File: src/sv/tdsm_pkg.sv
`timescale 1ns / 1ps
`default_nettype none
// ----------------------------------------------------------------------------
// tdsm_pkg: shared types and constants of the dissolved-solids converter
// Field widths, fixed-point coefficients, command codes and sequencer states.
// ----------------------------------------------------------------------------
package tdsm_pkg;

    // parameter defaults
    localparam int WINDOW_DEF   = 30;
    localparam int ADC_BITS_DEF = 10;

    // word field widths
    localparam int SAMPLE_W = 10;
    localparam int TEMP_W   = 11;
    localparam int TDS_W    = 20;
    localparam int MEDIAN_W = 10;

    // datapath widths
    localparam int NUM_W  = 28;   // v0 * 800, below 4000 * 2^16
    localparam int DEN_W  = 12;   // 400 + temperature
    localparam int V_W    = 20;   // compensated volts, Q4.16
    localparam int OPA_W  = 28;   // multiplier operand a (v, v2, v3)
    localparam int OPB_W  = 20;   // multiplier operand b (v or a coefficient)
    localparam int PROD_W = OPA_W + OPB_W;
    localparam int ACC_W  = 46;

    // constants of the conversion
    localparam logic [NUM_W-1:0] VOLT_SCALE = NUM_W'(4000);   // 5 V * 800
    localparam logic [DEN_W-1:0] TEMP_BIAS  = DEN_W'(400);
    localparam logic [OPB_W-1:0] COEF_A     = OPB_W'(34156);
    localparam logic [OPB_W-1:0] COEF_B     = OPB_W'(65500);
    localparam logic [OPB_W-1:0] COEF_C     = OPB_W'(219492);
    localparam logic [TDS_W-1:0] TDS_MAX_Q4 = TDS_W'(1048560);

    // command codes
    localparam logic CMD_PUSH    = 1'b0;
    localparam logic CMD_COMPUTE = 1'b1;

    typedef enum logic [3:0] {
        ST_IDLE,
        ST_SORT,
        ST_MED,
        ST_DIV,
        ST_MV2,
        ST_MV3,
        ST_MA,
        ST_MB,
        ST_MC,
        ST_SUM,
        ST_OUT
    } tdsm_state_t;

endpackage
`default_nettype wire

File: src/sv/tdsm_in_if.sv
`timescale 1ns / 1ps
`default_nettype none
// ----------------------------------------------------------------------------
// tdsm_in_if: request channel
// Carries one command word: push a sample or compute a reading.
// ----------------------------------------------------------------------------
interface tdsm_in_if
    import tdsm_pkg::*;
();
    logic                valid;
    logic                ready;
    logic                command;
    logic [SAMPLE_W-1:0] sample_code;
    logic [TEMP_W-1:0]   water_temp_q4;

    modport source (output valid, command, sample_code, water_temp_q4, input ready);
    modport sink   (input valid, command, sample_code, water_temp_q4, output ready);
endinterface
`default_nettype wire

File: src/sv/tdsm_out_if.sv
`timescale 1ns / 1ps
`default_nettype none
// ----------------------------------------------------------------------------
// tdsm_out_if: result channel
// Carries one reading word: tds, median code and saturation flag.
// ----------------------------------------------------------------------------
interface tdsm_out_if
    import tdsm_pkg::*;
();
    logic                valid;
    logic                ready;
    logic [TDS_W-1:0]    tds_q4;
    logic [MEDIAN_W-1:0] median_code;
    logic                saturated;

    modport source (output valid, tds_q4, median_code, saturated, input ready);
    modport sink   (input valid, tds_q4, median_code, saturated, output ready);
endinterface
`default_nettype wire

File: src/sv/tds_median_converter.sv
`timescale 1ns / 1ps
`default_nettype none
// ----------------------------------------------------------------------------
// tds_median_converter: windowed median to dissolved-solids reading
// Keeps the last WINDOW samples, sorts them through a row of cells on
// request and converts the median to 1/16 ppm with compensation.
// ----------------------------------------------------------------------------
//  channel  dir  payload                                   words
//  req      in   command, sample_code, water_temp_q4       push or compute
//  rsp      out  tds_q4, median_code, saturated            one per compute
//
//  Push: shifts the sample into the window.
//  Compute: sorting (window rotates through the cell row), the median step,
//  the divider, the multiply/sum steps and the output load; the result word
//  becomes valid in the same cycle that the next req word can be taken.
//  Reset clears the window to zero samples at once; no clearing pass.
//  req is taken only between computes; a pending rsp word stalls only the
//  final load of the next compute.
// ----------------------------------------------------------------------------
module tds_median_converter
    import tdsm_pkg::*;
#(
    parameter int WINDOW   = WINDOW_DEF,
    parameter int ADC_BITS = ADC_BITS_DEF
)(
    input  wire logic  clk,
    input  wire logic  rst_n,
    tdsm_in_if.sink    req,
    tdsm_out_if.source rsp
);

    localparam int CNT_W  = $clog2(2 * WINDOW);
    localparam int MID_HI = WINDOW / 2;
    localparam int MID_LO = WINDOW / 2 - 1;
    localparam bit ODD    = (WINDOW % 2) != 0;

    tdsm_state_t state_reg, state_next;

    logic [ADC_BITS-1:0] ring_reg [WINDOW];
    logic [CNT_W-1:0]    cnt_reg;
    logic [TEMP_W-1:0]   temp_reg;
    logic [ADC_BITS-1:0] med_reg;
    logic [V_W-1:0]      v_reg;
    logic [23:0]         v2_reg;
    logic [PROD_W-1:0]   prod_reg;
    logic signed [ACC_W-1:0] acc_reg;
    logic                out_vld_reg;
    logic [TDS_W-1:0]    tds_reg;
    logic [MEDIAN_W-1:0] med_out_reg;
    logic                sat_reg;

    // sequencer outputs
    logic             in_ready;
    logic             feed_vld;
    logic             sort_clear;
    logic             div_start;
    logic             load_out;
    logic [OPA_W-1:0] op_a;
    logic [OPB_W-1:0] op_b;

    logic                  accept;
    logic [ADC_BITS-1:0]   sample_val;
    logic [SAMPLE_W+ADC_BITS-1:0] sample_ext;
    logic [ADC_BITS:0]     mid_sum;
    logic [ADC_BITS-1:0]   med_val;
    logic [MEDIAN_W+ADC_BITS-1:0] med_ext;
    logic [NUM_W-1:0]      numer;
    logic [DEN_W-1:0]      denom;
    logic                  div_done;
    logic [NUM_W-1:0]      quotient;
    logic [PROD_W-1:0]     prod_next;
    logic                  acc_pos;
    logic [23:0]           tds_wide;
    logic                  tds_sat;

    // sorter row links: link 0 is the feed from the window
    logic                link_vld  [WINDOW+1];
    logic [ADC_BITS-1:0] link_data [WINDOW+1];
    logic [ADC_BITS-1:0] held      [WINDOW];
    logic                full      [WINDOW];

    assign accept     = req.valid && in_ready;
    assign sample_ext = {{ADC_BITS{1'b0}}, req.sample_code};
    assign sample_val = sample_ext[ADC_BITS-1:0];

    // next state
    always_comb
    begin
        state_next = state_reg;
        unique case (state_reg)
            ST_IDLE:
            begin
                if (accept && req.command == CMD_COMPUTE)
                begin
                    state_next = ST_SORT;
                end
            end
            ST_SORT:
            begin
                if (cnt_reg == CNT_W'(2 * WINDOW - 1))
                begin
                    state_next = ST_MED;
                end
            end
            ST_MED: state_next = ST_DIV;
            ST_DIV:
            begin
                if (div_done)
                begin
                    state_next = ST_MV2;
                end
            end
            ST_MV2: state_next = ST_MV3;
            ST_MV3: state_next = ST_MA;
            ST_MA:  state_next = ST_MB;
            ST_MB:  state_next = ST_MC;
            ST_MC:  state_next = ST_SUM;
            ST_SUM: state_next = ST_OUT;
            ST_OUT:
            begin
                if (!out_vld_reg || rsp.ready)
                begin
                    state_next = ST_IDLE;
                end
            end
            default: state_next = ST_IDLE;
        endcase
    end

    // sequencer outputs and multiplier operands
    always_comb
    begin
        in_ready   = 1'b0;
        feed_vld   = 1'b0;
        sort_clear = 1'b0;
        div_start  = 1'b0;
        load_out   = 1'b0;
        op_a       = '0;
        op_b       = '0;
        unique case (state_reg)
            ST_IDLE:
            begin
                in_ready   = 1'b1;
                sort_clear = 1'b1;
            end
            ST_SORT: feed_vld  = cnt_reg < CNT_W'(WINDOW);
            ST_MED:  div_start = 1'b1;
            ST_MV2:
            begin
                op_a = OPA_W'(v_reg);
                op_b = v_reg;
            end
            ST_MV3:
            begin
                op_a = OPA_W'(prod_reg[39:16]);
                op_b = v_reg;
            end
            ST_MA:
            begin
                op_a = prod_reg[43:16];
                op_b = COEF_A;
            end
            ST_MB:
            begin
                op_a = OPA_W'(v2_reg);
                op_b = COEF_B;
            end
            ST_MC:
            begin
                op_a = OPA_W'(v_reg);
                op_b = COEF_C;
            end
            ST_OUT:  load_out = !out_vld_reg || rsp.ready;
            default: ;
        endcase
    end

    // state and sort counter
    always_ff @(posedge clk or negedge rst_n)
    begin
        if (!rst_n)
        begin
            state_reg <= ST_IDLE;
            cnt_reg   <= '0;
        end
        else
        begin
            state_reg <= state_next;
            if (state_reg == ST_SORT)
            begin
                cnt_reg <= cnt_reg + 1'b1;
            end
            else
            begin
                cnt_reg <= '0;
            end
        end
    end

    // window: shift in on push, rotate into the sorter during sort
    always_ff @(posedge clk or negedge rst_n)
    begin
        if (!rst_n)
        begin
            for (int i = 0; i < WINDOW; i++)
            begin
                ring_reg[i] <= '0;
            end
        end
        else if (accept && req.command == CMD_PUSH)
        begin
            ring_reg[0] <= sample_val;
            for (int i = 1; i < WINDOW; i++)
            begin
                ring_reg[i] <= ring_reg[i-1];
            end
        end
        else if (feed_vld)
        begin
            ring_reg[0] <= ring_reg[WINDOW-1];
            for (int i = 1; i < WINDOW; i++)
            begin
                ring_reg[i] <= ring_reg[i-1];
            end
        end
    end

    // sorter row
    assign link_vld[0]  = feed_vld;
    assign link_data[0] = ring_reg[WINDOW-1];

    for (genvar g = 0; g < WINDOW; g++)
    begin : g_cell
        tdsm_sort_cell #(
            .DATA_W (ADC_BITS)
        ) u_cell (
            .clk       (clk),
            .rst_n     (rst_n),
            .clear     (sort_clear),
            .in_vld    (link_vld[g]),
            .in_data   (link_data[g]),
            .full      (full[g]),
            .held      (held[g]),
            .pass_vld  (link_vld[g+1]),
            .pass_data (link_data[g+1])
        );
    end

    // median from the middle cells
    assign mid_sum = {1'b0, held[MID_HI]} + {1'b0, held[MID_LO]};
    assign med_val = ODD ? held[MID_HI] : mid_sum[ADC_BITS:1];

    // volts times 800 over 400 + T
    assign numer = NUM_W'(NUM_W'(med_val) * VOLT_SCALE) << (16 - ADC_BITS);
    assign denom = TEMP_BIAS + DEN_W'(temp_reg);

    tdsm_divider u_div (
        .clk      (clk),
        .rst_n    (rst_n),
        .start    (div_start),
        .numer    (numer),
        .denom    (denom),
        .done     (div_done),
        .quotient (quotient)
    );

    assign prod_next = PROD_W'(op_a) * PROD_W'(op_b);

    // datapath: capture, multiply and accumulate the cubic
    always_ff @(posedge clk)
    begin
        if (accept)
        begin
            temp_reg <= req.water_temp_q4;
        end
        case (state_reg)
            ST_MED: med_reg <= med_val;
            ST_DIV: v_reg   <= quotient[V_W-1:0];
            ST_MV2: prod_reg <= prod_next;
            ST_MV3:
            begin
                v2_reg   <= prod_reg[39:16];
                prod_reg <= prod_next;
            end
            ST_MA: prod_reg <= prod_next;
            ST_MB:
            begin
                acc_reg  <= $signed({2'b00, prod_reg[43:0]});
                prod_reg <= prod_next;
            end
            ST_MC:
            begin
                acc_reg  <= acc_reg - $signed({2'b00, prod_reg[43:0]});
                prod_reg <= prod_next;
            end
            ST_SUM: acc_reg <= acc_reg + $signed({2'b00, prod_reg[43:0]});
            default: ;
        endcase
    end

    // scale to 1/16 ppm and clip
    assign acc_pos  = !acc_reg[ACC_W-1] && (acc_reg != '0);
    assign tds_wide = acc_reg[44:21];
    assign tds_sat  = acc_pos && (tds_wide > 24'(TDS_MAX_Q4));
    assign med_ext  = {{MEDIAN_W{1'b0}}, med_reg};

    // output word register
    always_ff @(posedge clk or negedge rst_n)
    begin
        if (!rst_n)
        begin
            out_vld_reg <= 1'b0;
        end
        else if (load_out)
        begin
            out_vld_reg <= 1'b1;
        end
        else if (rsp.ready)
        begin
            out_vld_reg <= 1'b0;
        end
    end

    always_ff @(posedge clk)
    begin
        if (load_out)
        begin
            tds_reg     <= !acc_pos ? '0 : (tds_sat ? TDS_MAX_Q4 : tds_wide[TDS_W-1:0]);
            sat_reg     <= tds_sat;
            med_out_reg <= med_ext[MEDIAN_W-1:0];
        end
    end

    assign req.ready       = in_ready;
    assign rsp.valid       = out_vld_reg;
    assign rsp.tds_q4      = tds_reg;
    assign rsp.median_code = med_out_reg;
    assign rsp.saturated   = sat_reg;

    // checks
    a_no_overflow: assert property (@(posedge clk) disable iff (!rst_n)
        !link_vld[WINDOW])
        else $error("sorter row overflowed");

    a_row_full: assert property (@(posedge clk) disable iff (!rst_n)
        state_reg == ST_MED |-> full[0] && full[WINDOW-1])
        else $error("sorter row not filled at median");

    a_div_done: assert property (@(posedge clk) disable iff (!rst_n)
        div_done |-> state_reg == ST_DIV)
        else $error("divider finished outside divide step");

    a_out_load: assert property (@(posedge clk) disable iff (!rst_n)
        $rose(out_vld_reg) |-> $past(state_reg) == ST_OUT)
        else $error("result word loaded outside output step");

endmodule
`default_nettype wire

File: src/sv/tdsm_sort_cell.sv
`timescale 1ns / 1ps
`default_nettype none
// ----------------------------------------------------------------------------
// tdsm_sort_cell: one cell of the systolic insertion sorter
// Keeps the smallest value seen since clear and hands the larger one on.
// ----------------------------------------------------------------------------
module tdsm_sort_cell
    import tdsm_pkg::*;
#(
    parameter int DATA_W = ADC_BITS_DEF
)(
    input  wire logic              clk,
    input  wire logic              rst_n,
    input  wire logic              clear,
    input  wire logic              in_vld,
    input  wire logic [DATA_W-1:0] in_data,
    output logic                   full,
    output logic [DATA_W-1:0]      held,
    output logic                   pass_vld,
    output logic [DATA_W-1:0]      pass_data
);

    logic              full_reg;
    logic              pass_vld_reg;
    logic [DATA_W-1:0] held_reg;
    logic [DATA_W-1:0] pass_data_reg;
    logic              keep_in;

    assign keep_in = in_data < held_reg;

    // control: fill flag and pass strobe
    always_ff @(posedge clk or negedge rst_n)
    begin
        if (!rst_n)
        begin
            full_reg     <= 1'b0;
            pass_vld_reg <= 1'b0;
        end
        else if (clear)
        begin
            full_reg     <= 1'b0;
            pass_vld_reg <= 1'b0;
        end
        else
        begin
            if (in_vld)
            begin
                full_reg <= 1'b1;
            end
            pass_vld_reg <= in_vld && full_reg;
        end
    end

    // payload: hold the minimum, pass the maximum
    always_ff @(posedge clk)
    begin
        if (in_vld)
        begin
            if (!full_reg)
            begin
                held_reg <= in_data;
            end
            else if (keep_in)
            begin
                held_reg      <= in_data;
                pass_data_reg <= held_reg;
            end
            else
            begin
                pass_data_reg <= in_data;
            end
        end
    end

    assign full      = full_reg;
    assign held      = held_reg;
    assign pass_vld  = pass_vld_reg;
    assign pass_data = pass_data_reg;

endmodule
`default_nettype wire

File: src/sv/tdsm_divider.sv
`timescale 1ns / 1ps
`default_nettype none
// ----------------------------------------------------------------------------
// tdsm_divider: restoring divider for temperature compensation
// One quotient bit per cycle, NUM_W bits per division.
// ----------------------------------------------------------------------------
module tdsm_divider
    import tdsm_pkg::*;
(
    input  wire logic             clk,
    input  wire logic             rst_n,
    input  wire logic             start,
    input  wire logic [NUM_W-1:0] numer,
    input  wire logic [DEN_W-1:0] denom,
    output logic                  done,
    output logic [NUM_W-1:0]      quotient
);

    localparam int CNT_W = $clog2(NUM_W + 1);

    logic [CNT_W-1:0] cnt_reg;
    logic             done_reg;
    logic [DEN_W-1:0] rem_reg;
    logic [DEN_W-1:0] den_reg;
    logic [NUM_W-1:0] quo_reg;
    logic [DEN_W:0]   trial;
    logic             fits;

    assign trial = {rem_reg, quo_reg[NUM_W-1]};
    assign fits  = trial >= {1'b0, den_reg};

    // control: bit counter and done strobe
    always_ff @(posedge clk or negedge rst_n)
    begin
        if (!rst_n)
        begin
            cnt_reg  <= '0;
            done_reg <= 1'b0;
        end
        else
        begin
            done_reg <= 1'b0;
            if (start)
            begin
                cnt_reg <= CNT_W'(NUM_W);
            end
            else if (cnt_reg != '0)
            begin
                cnt_reg <= cnt_reg - 1'b1;
                if (cnt_reg == CNT_W'(1))
                begin
                    done_reg <= 1'b1;
                end
            end
        end
    end

    // datapath: shift in one dividend bit, subtract when it fits
    always_ff @(posedge clk)
    begin
        if (start)
        begin
            rem_reg <= '0;
            den_reg <= denom;
            quo_reg <= numer;
        end
        else if (cnt_reg != '0)
        begin
            if (fits)
            begin
                rem_reg <= DEN_W'(trial - {1'b0, den_reg});
            end
            else
            begin
                rem_reg <= trial[DEN_W-1:0];
            end
            quo_reg <= {quo_reg[NUM_W-2:0], fits};
        end
    end

    assign done     = done_reg;
    assign quotient = quo_reg;

endmodule
`default_nettype wire
File: src/flat_wrapper.sv
// flat-port wrapper written by rule: the top's interface ports become plain ports
module tds_median_converter_flat import tdsm_pkg::*;
#(
    parameter int WINDOW   = WINDOW_DEF,
    parameter int ADC_BITS = ADC_BITS_DEF
)
  (clk, rst_n, req_valid, req_command, req_sample_code, req_water_temp_q4, req_ready, rsp_valid, rsp_tds_q4, rsp_median_code, rsp_saturated, rsp_ready);
  tdsm_in_if req_i ();
  tdsm_out_if rsp_i ();
  input  wire logic clk;
  input  wire logic rst_n;
  input wire logic [$bits(req_i.valid)-1:0] req_valid;
  input wire logic [$bits(req_i.command)-1:0] req_command;
  input wire logic [$bits(req_i.sample_code)-1:0] req_sample_code;
  input wire logic [$bits(req_i.water_temp_q4)-1:0] req_water_temp_q4;
  output wire logic [$bits(req_i.ready)-1:0] req_ready;
  output wire logic [$bits(rsp_i.valid)-1:0] rsp_valid;
  output wire logic [$bits(rsp_i.tds_q4)-1:0] rsp_tds_q4;
  output wire logic [$bits(rsp_i.median_code)-1:0] rsp_median_code;
  output wire logic [$bits(rsp_i.saturated)-1:0] rsp_saturated;
  input wire logic [$bits(rsp_i.ready)-1:0] rsp_ready;
  assign req_i.valid = req_valid;
  assign req_i.command = req_command;
  assign req_i.sample_code = req_sample_code;
  assign req_i.water_temp_q4 = req_water_temp_q4;
  assign req_ready = req_i.ready;
  assign rsp_valid = rsp_i.valid;
  assign rsp_tds_q4 = rsp_i.tds_q4;
  assign rsp_median_code = rsp_i.median_code;
  assign rsp_saturated = rsp_i.saturated;
  assign rsp_i.ready = rsp_ready;
  tds_median_converter #(.WINDOW(WINDOW), .ADC_BITS(ADC_BITS)) u_core (.clk(clk), .rst_n(rst_n), .req(req_i), .rsp(rsp_i));
endmodule
File: config.mk
export PLATFORM = sky130hd
export DESIGN_NAME = tds_median_converter_flat
export DESIGN_NICKNAME = d
export VERILOG_FILES = /design/src/sv/tdsm_pkg.sv /design/src/sv/tdsm_in_if.sv /design/src/sv/tdsm_out_if.sv /design/src/sv/tds_median_converter.sv /design/src/sv/tdsm_sort_cell.sv /design/src/sv/tdsm_divider.sv /design/src/flat_wrapper.sv
export SDC_FILE = /design/constraint.sdc
export NUM_CORES = 2
export LEC_CHECK = 0
export BUFFER_PORTS_ARGS = -buffer_cell sky130_fd_sc_hd__buf_4
export CORE_MARGIN = 2
export CORE_UTILIZATION = 50
export CTS_BUF_LIST = sky130_fd_sc_hd__clkbuf_8
export CTS_CLUSTER_SIZE = 16
export DETAILED_ROUTE_END_ITERATION = 12
export GPL_ROUTABILITY_DRIVEN = 1
export MAX_ROUTING_LAYER = met4
export PLACE_DENSITY = 0.71
export SLEW_MARGIN = 10
export SYNTH_ARGS = -nofsm -noshare
export SYNTH_HDL_FRONTEND = slang
export SYNTH_SLANG_ARGS = --single-unit
File: constraint.sdc
create_clock -name clk -period 18 [get_ports clk]
set_input_delay 0.9 -clock clk [delete_from_list [all_inputs] [get_ports clk]]
set_output_delay 0.9 -clock clk [all_outputs]
set_load 0.01 [all_outputs]
==> results.md <==
* Status: finished clean
* CTS root buf: clkbuf_8
* First-pass GRT wire length at approximately 210000 um
* Post-CTS Repair Setup Buffers at 0
* Commonest non-fill, non-tap cell in the layout: inv_1
* Mapped Cells at roughly 5.3k
* Max_cap viols at 0
* Cell type with the largest total area after synthesis: edfxtp_1
* Worst Skew at around 37 ps
* Slowest CP cell: dfrtp_1
* Share of the synthesized area in the top cell type at 0.264
* Crit path depth at 28
* HPWL Detailed at just under 100000 um
* Arr. time, crit path at ~11000 ps
* Placed cells at a little under 7k
* Crit Path Max Fanout at 33
* Final slew viol count at 0
* Post-CTS Hold Buffers at 0
* Maximum clock rate at between 100 and 150 MHz
* Deepest clock path buffer count at 3
* Detail Route Antenna Nets at 0
* Via count at 38.3k
* Starting DRT DRC Count at ~2.8k
* Core Footprint at ~120000 sq um
* Num ports at 59
* #FFs+latches synth at 896
* Crit path largest cell delay at between 1000 and 1500 ps
* Crit Path Class: reg -> reg
* Die Height at 349 um
* Clk sinks at 896
* CTS HTree Levels at 4
* Routability cong. at between 1 and 1.5
* Drt via density at between 5 and 6
* Overall Global Routing Usage at 0.225
* Max-slew headroom at 0.0983
* Final setup fails at 0
* Dominant cells by area after synthesis: edfxtp_1, fa_1, dfrtp_1
* Mapped Area at 59700 sq um
* Fraction of registers with async set/reset at 0.388
* Starting Density at 0.505
* Worst-Margin Slew at roughly 1300 ps
* Final hold violation count at 0
* Synthesized area per cell at around 11 sq um
* Skew-Pair Late Insertion Delay at ~850 ps
* Crit end category: register
* Reg2reg path depth at 28
* Area delta synth->final at 8.54%
* Peak supply drop at between 0.1 and 0.15 mV
* WL final at approximately 130000 um
* Critical Path Start Type: register
* Post-cts gate resize count at 0
* Die Footprint at ~120000 sq um
* Largest register FFs at 290
* Buf+Inv Stages, Crit Path at 6
* Clock transition at path regs at about 50 ps
* Seq/Total Area, Yosys at 0.418
* Row cnt at 126
* Vias in the first global route at between 30k and 40k
* Yosys Warn Count at 0
* Worst Hold Class: in -> async
* Nets at ~6.3k
* Routed length per instance at between 15 and 20 um
* DRC errors left at 0
* Largest net degree at the start of global routing at 218
* CTS tree: yes
* Most frequent cells in the layout: inv_1, edfxtp_1, nand2_1, fa_1, mux2_2
* Number of synthesized flops with an enable pin at between 500 and 600
* Initial antenna violation count at 3
* Final Critical Period at ~10000 ps
* Number of buffers created by CTS at ~150
* Worst path top cell family by delay: adder cells
* IO buf count at 58
* Top_reg_cell synth: edfxtp_1
* Total negative setup slack at 0 ps
* Lkg Pwr at about 0.030 uW
* Share of cells above drive strength 1 at 0.140
* Cell mode on critical path: fa_1
* Final non-filler cell total at 7066
* P per Cell Area at approximately 110 nW/um^2
* Total grt overflow at 0
* Count of cell types in the netlist at 75
* RSZ-0062 raised after global routing: false
* Final period utilization at 0.554
* Critical Path RT at ~19000 ps
* Drt pass-1 iters at 7
* Overall die width at 349 um
[metrics by stage]
stage               cell area (sq um)  power, uW   util  worst slack, ps  hold WS (ps)
floorplan                       59800       4920      -             9750           400
global placement                61800       5580  0.523             8190           404
finish                          64700       7390  0.548             8040           131
global route                    64700       7880  0.548             7520           156
CTS                             64700       7440  0.547             8220          65.2
detailed placement              61800       5650  0.523             8270           405
[synth_stat cells, drive strengths merged, types with 28 or more instances]
master / n
a21o: 142
a21oi: 190
a31oi: 35
and2: 55
buf: 39
clkbuf: 162
dfrtp: 348
edfxtp: 525
fa: 492
ha: 389
inv: 792
mux2: 439
nand2: 518
nand2b: 39
nand3: 58
nor2: 406
o21a: 28
o21ai: 155
xnor2: 102
xor2: 64
[metal layers]
layer / routed length [um] / global-route usage / vias to the layer above
met4: 6280 / 0.106 / 0
met2: 60900 / 0.351 / 1074
met1: 54200 / 0.286 / 19124
met5: 0 / - / -
met3: 7810 / 0.0402 / 320
li1: - / - / 17814
[kinds of logic (layout without fill, tap and decap cells)]
family,count (synthesis),count (layout),synth area share
fa+ha+maj,881,881,0.247
flops,896,896,0.418
other cells,2,45,0.000126
xor+xnor,166,166,0.0244
simple gates,1225,1225,0.0894
buf+inv,993,1175,0.0631
mux,452,452,0.0850
compound gates,690,690,0.0733
[worst paths after layout]
path                                       from                            to  slack [ps]
max                         u_core.state_reg[1]           u_core.prod_reg[41]        8040
min                                       rst_n  u_core.g_cell[5].u_cell.full         130
max reg2reg                 u_core.state_reg[1]           u_core.prod_reg[41]        8040
min reg2reg                   u_core.med_reg[1]     u_core.rsp.median_code[1]         420
max in group asynchronous                 rst_n          u_core.ring_reg[209]       15380
min in group clk           req_water_temp_q4[4]            u_core.temp_reg[4]         260
[worst register-to-register path: cells and delay by family, from the launching register on]
kind,cells,cell delay (ps)
adders and majority gates,8,4040
AOI/OAI and AO/OA,10,2720
and+or+nand+nor,3,1130
DFF,1,1030
buffers and inverters,6,650
xor gates and xnor gates,1,140
[layout make-up]
cell class                 count  area [sq um]
timing repair buffer         106           820
fill                       10084         53500
antenna                        3          7.51
clock buffer                 166          2280
sequential                   896         24900
multi-input combinational   3456         31200
clock inverter               111           627
inverter                     792          2970
tap                         1536          1920
[report_power, final]
part,internal [uW],switching (uW),total (uW)
Combinational,1130,1600,2730
Sequential,2640,271,2920
Clock,911,836,1750
(Power assumes the default switching activity.)
